**src/rtl/pdam_pkg.sv**
```systemverilog
// ============================================================================
// pdam_pkg
// Shared types and constants of the PD attitude mixer datapath.
// ============================================================================
package pdam_pkg;

  localparam int CORDIC_STEPS = 20;
  localparam int ISQRT_STEPS  = 29;
  localparam int CW           = 40;  // CORDIC x/y width
  localparam int ZW           = 28;  // CORDIC angle accumulator width, Q.24

  localparam logic signed [ZW-1:0] PI_Q24      = 28'sd52707179;
  localparam logic signed [15:0]   HALF_PI_Q13 = 16'sd12868;

  // Elementary angles atan(2^-i) in Q.24 radians.
  localparam logic [23:0] ATAN_TAB [CORDIC_STEPS] = '{
    24'd13176795, 24'd7778716, 24'd4110060, 24'd2086331, 24'd1047214,
    24'd524117,   24'd262123,  24'd131069,  24'd65536,   24'd32768,
    24'd16384,    24'd8192,    24'd4096,    24'd2048,    24'd1024,
    24'd512,      24'd256,     24'd128,     24'd64,      24'd32
  };

  // Configuration register indexes.
  localparam logic [7:0] REG_ROLL_GAIN  = 8'd0;
  localparam logic [7:0] REG_PITCH_GAIN = 8'd1;
  localparam logic [7:0] REG_RATE_GAIN  = 8'd2;
  localparam logic [7:0] REG_DEFL_LIMIT = 8'd3;

  // Fields that ride along with an item through the angle pipeline.
  typedef struct packed {
    logic [63:0]        ts;
    logic               armed;
    logic signed [15:0] gx;
    logic signed [15:0] gy;
    logic               est;
  } side_t;

  // Trig terms of the quaternion, Q.28.
  typedef struct packed {
    side_t              sd;
    logic signed [33:0] sinr;
    logic signed [33:0] cosr;
    logic signed [33:0] sinp;
    logic               sat_p;
    logic               sat_n;
  } qside_t;

  typedef struct packed {
    side_t sd;
    logic  sat_p;
    logic  sat_n;
  } aside_t;

  // Gains and the effective (non-negative) servo limit.
  typedef struct packed {
    logic signed [15:0] roll_gain;
    logic signed [15:0] pitch_gain;
    logic signed [15:0] rate_gain;
    logic signed [15:0] lim;
  } gains_t;

endpackage

```
**src/rtl/pdam_mixer.sv**
```systemverilog
// ============================================================================
// pdam_mixer
// PD roll and pitch commands and the X mixer with rounding and clamping.
// ============================================================================
module pdam_mixer (
  input  logic               clk,
  input  logic               rst_n,
  input  logic               en,
  input  logic               in_vld,
  input  logic signed [15:0] roll,
  input  logic signed [15:0] pitch,
  input  pdam_pkg::aside_t   as_in,
  input  pdam_pkg::gains_t   gains,
  output logic               out_vld,
  output logic [63:0]        ts_out,
  output logic               armed_out,
  output logic signed [15:0] servo_a,
  output logic signed [15:0] servo_b,
  output logic signed [15:0] servo_c,
  output logic signed [15:0] servo_d
);
  import pdam_pkg::*;

  function automatic logic signed [15:0] clamp_mix(input logic signed [36:0] m,
                                                   input logic signed [16:0] lim);
    logic signed [36:0] t;
    logic signed [29:0] r;
    logic signed [29:0] l;
    t = m + 37'sd64;
    r = 30'(t >>> 7);
    l = 30'(lim);
    if (r > l) begin
      r = l;
    end else if (r < -l) begin
      r = -l;
    end
    return r[15:0];
  endfunction

  logic               vld_r [3];
  logic signed [31:0] pr_r, pp_r, dr_r, dp_r;
  logic signed [35:0] rc_r, pc_r;
  logic [63:0]        ts_a_r, ts_b_r, ts_c_r;
  logic               armed_a_r, armed_b_r, armed_c_r;
  logic signed [15:0] sa_r, sb_r, sc_r, sd_r;

  logic signed [15:0] rsel, psel;
  logic signed [16:0] lim17;

  always_comb begin
    rsel = as_in.sd.est ? roll : 16'sd0;
    priority if (!as_in.sd.est) begin
      psel = 16'sd0;
    end else if (as_in.sat_p) begin
      psel = HALF_PI_Q13;
    end else if (as_in.sat_n) begin
      psel = -HALF_PI_Q13;
    end else begin
      psel = pitch;
    end
    lim17 = {1'b0, gains.lim};
  end

  always_ff @(posedge clk) begin
    if (en) begin
      pr_r      <= gains.roll_gain * rsel;
      pp_r      <= gains.pitch_gain * psel;
      dr_r      <= gains.rate_gain * as_in.sd.gx;
      dp_r      <= gains.rate_gain * as_in.sd.gy;
      ts_a_r    <= as_in.sd.ts;
      armed_a_r <= as_in.sd.armed;

      rc_r      <= -36'(pr_r) - (36'(dr_r) <<< 2);
      pc_r      <= -36'(pp_r) - (36'(dp_r) <<< 2);
      ts_b_r    <= ts_a_r;
      armed_b_r <= armed_a_r;

      sa_r      <= clamp_mix(37'(rc_r) - 37'(pc_r), lim17);
      sb_r      <= clamp_mix(-37'(rc_r) - 37'(pc_r), lim17);
      sc_r      <= clamp_mix(37'(rc_r) + 37'(pc_r), lim17);
      sd_r      <= clamp_mix(-37'(rc_r) + 37'(pc_r), lim17);
      ts_c_r    <= ts_b_r;
      armed_c_r <= armed_b_r;
    end
  end

  always_ff @(posedge clk) begin
    if (!rst_n) begin
      vld_r <= '{default: 1'b0};
    end else if (en) begin
      vld_r[0] <= in_vld;
      vld_r[1] <= vld_r[0];
      vld_r[2] <= vld_r[1];
    end
  end

  assign out_vld   = vld_r[2];
  assign ts_out    = ts_c_r;
  assign armed_out = armed_c_r;
  assign servo_a   = sa_r;
  assign servo_b   = sb_r;
  assign servo_c   = sc_r;
  assign servo_d   = sd_r;

endmodule

```
**config.mk**
```make
export PLATFORM = sky130hd
export DESIGN_NAME = pdam_mixer
export DESIGN_NICKNAME = d
export VERILOG_FILES = /design/src/rtl/pdam_pkg.sv /design/src/rtl/pdam_mixer.sv
export SDC_FILE = /design/constraint.sdc
export NUM_CORES = 2
export LEC_CHECK = 0
export BUFFER_PORTS_ARGS = -buffer_cell sky130_fd_sc_hd__buf_4
export CAP_MARGIN = 5
export CORE_UTILIZATION = 40
export CTS_CLUSTER_DIAMETER = 40
export DETAILED_ROUTE_END_ITERATION = 10
export HOLD_SLACK_MARGIN = 0.08
export PLACE_DENSITY_LB_ADDON = 0.12
export SLEW_MARGIN = 10
export SYNTH_ARGS = -nofsm -noshare
export SYNTH_HDL_FRONTEND = slang
export SYNTH_SLANG_ARGS = --single-unit
```
**constraint.sdc**
```tcl
create_clock -name clk -period 8.2 [get_ports clk]
set_input_delay 0.82 -clock clk [delete_from_list [all_inputs] [get_ports clk]]
set_output_delay 0.82 -clock clk [all_outputs]
set_load 0.01 [all_outputs]
```
* Word-level counts from Yosys, hierarchy flattened *
Cells that the tools add are included.

operators by class
  $add $sub $neg = 14
  multipliers = 4
  magnitude comparators = 8
  mux-type cells = 12

operators with widths
  operator               number
  $mux 16                12
  $add 37x8->37 const B  4
  $mul 16x16->32         4
  $gt 30x17->1           4
  $lt 30x30->1           4
  $neg 32->36            2
  $sub 36x34->36         2
  $add 36x36->37         1
  $add 37x36->37         1
  $neg 36->37            1
  $sub 36x36->37         1
  $sub 37x36->37         1
  $neg 16->30            1

word-level totals
  register bits after elaboration = 462
  output and inout port bits = 130
  word-level logic and storage cells = 57

* Longest topological paths before layout *
  depth after elaboration = 6
  mapped depth = 34
  mapped depth without buffers = 33

* Worst setup path before layout *
No wires, ideal clock.

  kind = input to register
  from = input port as_in[1] in the netlist's numbering
  to = register pp_r[31] (data pin)
  arrival = 7.299 ns
  setup slack = 0.635 ns
  cell stages on the path = 25
  path buffers = 2
  cell sequence = nand2b_1 > clkbuf_1 > nor3b_1 > clkbuf_1 > nand2_1 > fa_1 > fa_1 > fa_1 > fa_1 > inv_1 > fa_1 > fa_1 > ha_1 > a21o_1 > a21o_1 > a21oi_1 > o21ai_0 > a21oi_1 > a21oi_1 > a211oi_1 > o21bai_1 > a21oi_1 > o41ai_1 > o41ai_1 > xnor2_1

on the way
  cells in the longest elaborated chain, start to end = 3

ends and longest elaborated chain
  element                 RTL line          RTL
  start: declaration      pdam_mixer.sv:12  input pdam_pkg::aside_t as_in,
  $mux 16                 pdam_mixer.sv:54  end else if (as_in.sat_p) begin
  $mux 16                 pdam_mixer.sv:52  priority if (!as_in.sd.est) begin
  $mul 16x16->32          pdam_mixer.sv:67  pp_r <= gains.pitch_gain * psel;
  end signal: assignment  pdam_mixer.sv:67
  end: declaration        pdam_mixer.sv:41  logic signed [31:0] pr_r, pp_r, dr_r, dp_r;

Every way passes these cells.
A chain may end at the register's enable or synchronous reset.

* Worst setup path in the final report *
  from = register rc_r[3]
  to = register sb_r[4], in the netlist servo_b[4] (data pin)

on the way
  cells in the longest elaborated chain, start to end = 6
  elaborated cells between the ends (all ways) = 7

ends and longest elaborated chain
  element                   RTL line          RTL
  start: declaration        pdam_mixer.sv:42  logic signed [35:0] rc_r, pc_r;
  start signal: assignment  pdam_mixer.sv:73  rc_r <= -36'(pr_r) - (36'(dr_r) <<< 2);
  $neg 36->37 (*)           pdam_mixer.sv:79  sb_r <= clamp_mix(-37'(rc_r) - 37'(pc_r), lim17);
  $sub 37x36->37 (*)        pdam_mixer.sv:79
  $add 37x8->37 (*)         pdam_mixer.sv:29  t = m + 37'sd64;
  $lt 30x30->1              pdam_mixer.sv:34  end else if (r < -l) begin
  $mux 16                   pdam_mixer.sv:34
  $mux 16 (*)               pdam_mixer.sv:32  if (r > l) begin
  end signal: assignment    pdam_mixer.sv:79
  end: declaration          pdam_mixer.sv:45  logic signed [15:0] sa_r, sb_r, sc_r, sd_r;

Every way passes the cells marked *; elsewhere a longest branch is shown, timed or not.

==> results_dict.tcl <==
set metrics [dict create \
    stdcell_area_mm2 0.0803 \
    required_ns 8.59 \
    ys_types 93 \
    ios 330 \
    end_kind "flop" \
    syn-num-nets 9639 \
    hold_depth 1 \
    fin_cells 10200 \
    tightest_slew_ns 1.05 \
    r2r-end "servo_b[4]" \
    min_to "ts_a_r[12]" \
    tritoncts "built" \
    start_util 0.404 \
    portBuffers 329 \
    vias 52000 \
    drive_above_1_share 0.0800 \
    grt_max_degree 185 \
    synth_warnings 0 \
    place_area_mm2 0.0777 \
    hold_viol 0 \
    max-cap-violations 0 \
    cts_made_buffers 72 \
    mappedNetlistArea_mm2 0.0722 \
    die-area_mm2 0.182 \
    viasPerCell 5.11 \
    post-route-min-period_ns 7.72 \
    max_freq_ghz 0.130 \
    hp-start "as_in[48]" \
    grt_pass1_wl_um 307000 \
    max_slew_margin 0.298 \
    holdBufCountCts 0 \
    synthToLayoutAreaGrowth_pct 11.1 \
    clockBufferDepth 3 \
    hpwl_um 163000 \
    critical_path.max_fanout 12 \
    worstSetupPathType "reg -> reg" \
    synth_area_per_cell_um2 9.67 \
    crit_arrival_ns 8.11 \
    root_buffer "clkbuf_16" \
    placed_cells 10000 \
    die_width_um 427 \
    async_reset_ff_frac 0 \
    drc 0 \
    r2r_slack_ns 0.48 \
    finalSetupViolCount 0 \
    grt_usage 0.216 \
    hold_ws_ns 0.343 \
    timing.final.max_slew_violations 0 \
    post-cts-setup-buffer-count 0 \
    drtIter0Drc 2697 \
    postRouteAntennaNets 0 \
    setup_ws_ns 0.480 \
    gp_congestion 0.905 \
    cts.reportedPaths.clkPinSlew_ns 0.06 \
    preCtsSetupSlack_ns -0.443 \
    ys.flop_type "edfxtp_1" \
    timing.final.crit_share 0.941 \
    grt_pass1_vias 54700 \
    r2r-start "rc_r[3]" \
    cp-start-kind "flop" \
    clock_sinks 462 \
    outcome "finished clean" \
    wirelength_um 194000 \
    yosysSeqAreaShare 0.192 \
    rsz0062_at_grt "true" \
    antenna_found_initial 5 \
    htreeDepth 3 \
    first_pass_iters 8 \
    fin_nets 9926 \
    clock_skew_ns 0.0250 \
    fp-row-count 155 \
    wl_per_cell_um 19.1 \
    ff2ff_path_depth 24 \
    hold_path.class "in -> reg" \
    synth-edff-count 459 \
    clock_latency_ns 0.65 \
    ys_ff_latch 462 \
    die_h_um 427 \
    core_area_mm2 0.179 \
    overflow 0 \
    syn_inst 7471 \
]
placed cells by master (no fill, tap or decap), types with 59 or more instances in the layout:
cell type and instances:
xnor2_1 239, o21a_1 64, nor3_1 83, a21oi_1 294, inv_1 1522, nand3_1 77, buf_4 415, fa_1 1048
nor2_1 280, o21ai_0 166, xor2_1 91, nand2_1 719, nand2b_1 66, nor2b_1 59, a21o_1 167, clkbuf_16 72
and2_1 350, edfxtp_1 459, and3_1 132, ha_1 920
area by class of cell:
cell class / instances / area, um2
Antenna cell: 2 / 5.00
Clock buffer: 83 / 1840
Clock inverter: 48 / 562
Fill cell: 17400 / 98700
Inverter: 1525 / 5720
Multi-Input combinational cell: 5273 / 52100
Sequential cell: 462 / 13800
Tap cell: 2355 / 2950
Timing Repair Buffer: 424 / 3290
logic make-up (layout without fill, tap and decap cells):
logic type / Yosys count / count (layout) / synth area share
AO/OA/AOI/OAI: 964 / 964 / 0.0865
XOR/XNOR: 333 / 333 / 0.0404
adder cells (fa/ha/maj): 1968 / 1968 / 0.450
buffers and inverters: 1736 / 2080 / 0.0906
flip-flops: 462 / 462 / 0.192
multiplexers: 56 / 56 / 0.00800
other: 0 / 2 / 0
AND/OR/NAND/NOR: 1952 / 1952 / 0.133
worst max-delay path, stage by stage (launching register included):
cell and delay (ns):
edfxtp_1 0.49, or4_1 0.65, nor4b_4 0.31, nor2b_1 0.20, nand2_1 0.17, nor3_1 0.29, xnor2_1 0.18, ha_1 0.29
ha_1 0.36, nand4_1 0.27, o21a_1 0.32, o21ai_0 0.24, a21oi_2 0.16, xnor2_2 0.39, ha_1 0.35, a211o_1 0.31
a221oi_1 0.30, o21ai_0 0.24, o41ai_4 0.13, o221ai_1 0.23, a2111oi_2 0.37, and4bb_1 0.26, or4b_4 0.59, nand2_4 0.23
a31oi_1 0.12
synth_stat cells (all sizes together), types with 21 or more instances:
library cell / instances / area [um2]
a211oi: 28 / 220
a21o: 167 / 1250
a21oi: 296 / 1480
a31oi: 39 / 259
and2: 357 / 2230
and3: 133 / 833
clkbuf: 202 / 758
edfxtp: 459 / 13800
fa: 1048 / 21000
ha: 920 / 11500
inv: 1522 / 5710
mux2i: 42 / 420
nand2: 721 / 2710
nand2b: 66 / 413
nand3: 77 / 385
nand4: 45 / 282
nor2: 280 / 1050
nor2b: 61 / 382
nor3: 87 / 440
nor4: 28 / 175
o211ai: 21 / 158
o21a: 64 / 480
o21ai: 170 / 851
o21bai: 24 / 180
or2: 24 / 150
or3: 29 / 181
xnor2: 240 / 2100
xor2: 93 / 815
worst max path at each step:
stage                         from    endpoint  slack, ns  depth (start not counted)
after floorplan           as_in[1]    pp_r[31]       0.64                         25
after global placement     rc_r[3]  servo_b[1]      -0.46                         26
after detailed placement   rc_r[3]  servo_b[4]      -0.44                         26
after CTS                  rc_r[3]  servo_b[4]       0.03                         27
after global routing       rc_r[3]  servo_d[3]      0.006                         33
final                      rc_r[3]  servo_b[4]       0.48                         24
stage by stage:
stage | util | TNS [ns]
4_1_cts | 0.448 | 0
5_1_grt | 0.448 | 0
3_5_place_dp | 0.434 | -4.91
2_1_floorplan | - | 0
6_report | 0.448 | 0
3_3_place_gp | 0.434 | -5.36
metal layers:
layer / wire length, um / global-route usage / share of wire / up-vias
met4: 4290 / 0.0500 / 0.022 / 4
li1: - / - / - / 24700
met5: 28 / 0 / 0.00014 / -
met1: 88100 / 0.293 / 0.45 / 26200
met2: 95100 / 0.373 / 0.49 / 979
met3: 6530 / 0.0194 / 0.034 / 196
sequential cells by signal (all words and copies together) (netlist names), 32 cells and up:
register  count
pr_r         32
ts_b_r       64
rc_r         36
pc_r         36
dp_r         32
ts_out       64
pp_r         32
dr_r         32
ts_a_r       64
timing repair:
| action | in CTS | in global routing |
|---|---|---|
| setup endpoints to repair | 13 | 32 |
| resized for setup | 4 | 22 |
| pin swaps | 0 | 0 |
Power is left out: the tool's default activity adds up to more than one toggle a clock period on the data nets, which glitch-free logic cannot reach.
